`src/salc_pkg.sv`:
```
`timescale 1ns / 1ps

package salc_pkg;

    // ways_mode codes
    localparam logic MODE_2WAY = 1'b0;
    localparam logic MODE_4WAY = 1'b1;
    localparam logic MODE_RESET = MODE_4WAY;

    // one memory row holds the widest set
    localparam int WAYS_MAX = 4;

    typedef enum logic [1:0] {
        ST_CLEAR,
        ST_IDLE,
        ST_LOOKUP
    } salc_state_t;

    // controller to datapath
    typedef struct packed {
        logic clear_wr;
        logic lookup_rd;
        logic commit;
    } salc_cmd_t;

    // datapath to controller
    typedef struct packed {
        logic clear_last;
    } salc_status_t;

endpackage

```
`src/salc_ctrl.sv`:
```
`timescale 1ns / 1ps

module salc_ctrl (
    input  logic                  clk,
    input  logic                  rst_n,
    input  logic                  in_valid,
    output logic                  in_stall,
    output logic                  out_valid,
    input  logic                  out_stall,
    input  salc_pkg::salc_status_t status,
    output salc_pkg::salc_cmd_t    cmd
);
    import salc_pkg::*;

    salc_state_t state_reg;
    salc_state_t state_next;
    logic        out_valid_reg;
    logic        out_valid_next;

    // state and output slot registers
    always_ff @(posedge clk or negedge rst_n)
    begin
        if (!rst_n)
        begin
            state_reg     <= ST_CLEAR;
            out_valid_reg <= 1'b0;
        end
        else
        begin
            state_reg     <= state_next;
            out_valid_reg <= out_valid_next;
        end
    end

    // next state and commands
    always_comb
    begin
        state_next    = state_reg;
        cmd.clear_wr  = 1'b0;
        cmd.lookup_rd = 1'b0;
        cmd.commit    = 1'b0;
        in_stall      = 1'b1;
        case (state_reg)
            ST_CLEAR:
            begin
                cmd.clear_wr = 1'b1;
                if (status.clear_last)
                begin
                    state_next = ST_IDLE;
                end
            end
            ST_IDLE:
            begin
                in_stall = 1'b0;
                if (in_valid)
                begin
                    cmd.lookup_rd = 1'b1;
                    state_next    = ST_LOOKUP;
                end
            end
            ST_LOOKUP:
            begin
                // write back only when the output slot is free or draining
                if (!out_valid_reg || !out_stall)
                begin
                    cmd.commit = 1'b1;
                    state_next = ST_IDLE;
                end
            end
            default:
            begin
                state_next = ST_CLEAR;
            end
        endcase
        out_valid_next = cmd.commit | (out_valid_reg & out_stall);
    end

    assign out_valid = out_valid_reg;

endmodule

```
`config.mk`:
```
export PLATFORM = sky130hd
export DESIGN_NAME = salc_ctrl
export DESIGN_NICKNAME = d
export VERILOG_FILES = /design/src/salc_pkg.sv /design/src/salc_ctrl.sv
export SDC_FILE = /design/constraint.sdc
export NUM_CORES = 1
export LEC_CHECK = 0
export ABC_AREA = 1
export BUFFER_PORTS_ARGS = -buffer_cell sky130_fd_sc_hd__buf_2
export CORE_AREA = 2 2 39 41
export CTS_BUF_LIST = sky130_fd_sc_hd__clkbuf_16
export CTS_CLUSTER_SIZE = 12
export DETAILED_ROUTE_END_ITERATION = 8
export DIE_AREA = 0 0 41 43
export HOLD_SLACK_MARGIN = 0.08
export PLACE_DENSITY_LB_ADDON = 0.2
export SYNTH_ARGS = -nofsm -noshare
export SYNTH_HDL_FRONTEND = slang
export SYNTH_SLANG_ARGS = --single-unit
```
`constraint.sdc`:
```
create_clock -name clk -period 0.95 [get_ports clk]
set_clock_uncertainty 0.1 [all_clocks]
set_input_delay 0 -clock clk [delete_from_list [all_inputs] [get_ports clk]]
set_output_delay 0 -clock clk [all_outputs]
set_load 0.02 [all_outputs]
```
==> results.tsv <==
metric	value	unit
outcome	complete, but fails checks	
violations in the final reports	setup timing	
Initial Util	10.5	%
nature of the critical path startpoint	register	
Synth area leader	dfrtp_1	
Avg Inst Size Synth	8.06	sq um
Static Leak	0.204	nW
placed cell area	219	sq um
TNS Setup	-681	ps
Power Total	1.53	mW
pre-CTS setup slack	-2.61	ps
# H-tree levels	1	
crit path max fanout	3	
RSZ-0062 raised after global routing	true	
CTS sink cnt	3	
Clock Tree Root	clkbuf_16	
CP Capture Type	output port	
normalized max-slew margin	89.7	%
drt pass-1 iters	2	
Mapped Cells	18	
Tot GR Track Use	6.64	%
Syn. warnings	0	
gp weighted congestion	0.554	
wire per inst	9.11	microns
die width	41	microns
via count	203	
worst hold path type	in2out	
max cap viols	0	
Finish-stage setup viols	6	
IR drop worst, VDD	0.00140	V
DP Wirelength	264	microns
synthesis-stage register bit count	3	
part of the cycle the worst path needs	117	%
Synth top area share	51.7	%
Worst Tran Pin Value	153	ps
design area	402	sq um
GRT Residual Overflow	0	
number of diodes	0	
cts bufs inserted	3	
die area	1760	sq um
largest net degree at the start of global routing	5	
I/O pin cnt	10	
Setup crit start	state_reg[0]	
setup ws final	-162	ps
row count	14	
share of post-route cells with drive strength above 1	62.5	%
critical path class	reg2out	
synthesis-to-layout area growth	177	%
Required @ worst endpoint	850	ps
Hold Fails Final Rpt	0	
CTS tree	done	
Area contributors post-synth	dfrtp_1 (52%), inv_1 (7.8%), nand2_1 (7.8%)	
Initial DRC Count	3	
max reg flops	2	
post-route ant nets	0	
Total Wirelength	510	microns
Max Slew Vio Count	0	
most common cell after layout, fill and taps aside	buf_4	
die height	43	microns
reg2reg start	state_reg[0]	
core box area	1380	sq um
Cell Area, Synth	145	sq um
Fin Hold WS	179	ps
clock slew at reported path FFs	30	ps
Clock Tree Buf Depth	2	
final net count	46	
antenna violations before repair	0	
post-route minimum period	1110	ps
DR vias/cell	3.63	
hold path startpoint	out_stall	
commonest cells after routing, fill and taps aside	buf_4 (7), buf_2 (6), dlygate4sd3_1 (5)	
Highest Clock Rate	900	MHz
sequential area share after synthesis	51.7	%
worst skew pair latency	220	ps
number of global-route vias before repair	163	
Buffers on Ports	9	
Post-Syn Nets	23	
DRC	0	
pwr/cell area	3800	nW/um^2
first-pass GRT wire length	731	microns
Arr. time, crit path	1010	ps
synth unique cells	10	
worst max-delay path, stage by stage, from the launching register on:
cell,delay (ps)
dfrtp_1,400
buf_4,150
nand2_4,70
nor2_2,30
buf_4,140
per-layer routing:
layer	up-vias	part of all wire (%)	global-route usage, %
met1	92	46	9.06
met3	0	9.6	3.14
met5	-	0	0
li1	101	-	-
met4	0	0	6.00
met2	10	44	7.19
report_power, final:
part	total (mW)	internal [mW]	switching, mW
logic	0.618	0.285	0.333
clock network	0.654	0.542	0.111
registers	0.256	0.188	0.0680
timing repair:
item	4_1_cts	5_1_grt
gates resized for setup	6	3
setup buffers	2	2
pin swaps	1	1
setup endpoints to repair	5	9
endpoints found under the hold margin	6	3
hold buffers	5	1
synth_stat cells:
library cell and n:
dfrtp_1 3, inv_1 3, nand2_1 3, nor2_1 3
a21oi_1 1, a21oi_2 1, nand2_2 1, nand3_1 1
o21ai_1 1, o22ai_1 1
final cells by class:
class	count	area, sq um
Tap cell	16	20.0
Multi-Input combinational cell	12	82.6
Inverter	3	11.3
Fill cell	146	982
Clock buffer	3	75.1
Clock inverter	1	3.75
Sequential cell	3	76.3
Timing Repair Buffer	18	133
stage by stage:
stage          utilization [%]  cells
6_report                  29.0     56
5_1_grt                   29.0     56
4_1_cts                   27.1     54
3_5_place_dp              15.8     43
3_3_place_gp              15.8     43
2_1_floorplan                -     18
logic make-up (layout without fill, tap and decap cells):
kind of cell           after synthesis  after routing  synth area share, %
buffers and inverters                3             25                 7.76
AND/OR/NAND/NOR                      8              8                 23.3
flip-flops                           3              3                 51.7
AO/OA/AOI/OAI                        4              4                 17.2
path summary, 6_finish.rpt:
kind,end,slack [ps],cells after the start
setup reg to reg,state_reg[1],-50,4
min in group asynchronous,out_valid,540,3
hold reg to reg,out_valid,480,2
setup / recovery,cmd[1],-160,4
hold / removal,cmd[0],180,3
max in group asynchronous,state_reg[1],90,3
Power figures use the tool's default switching activity.
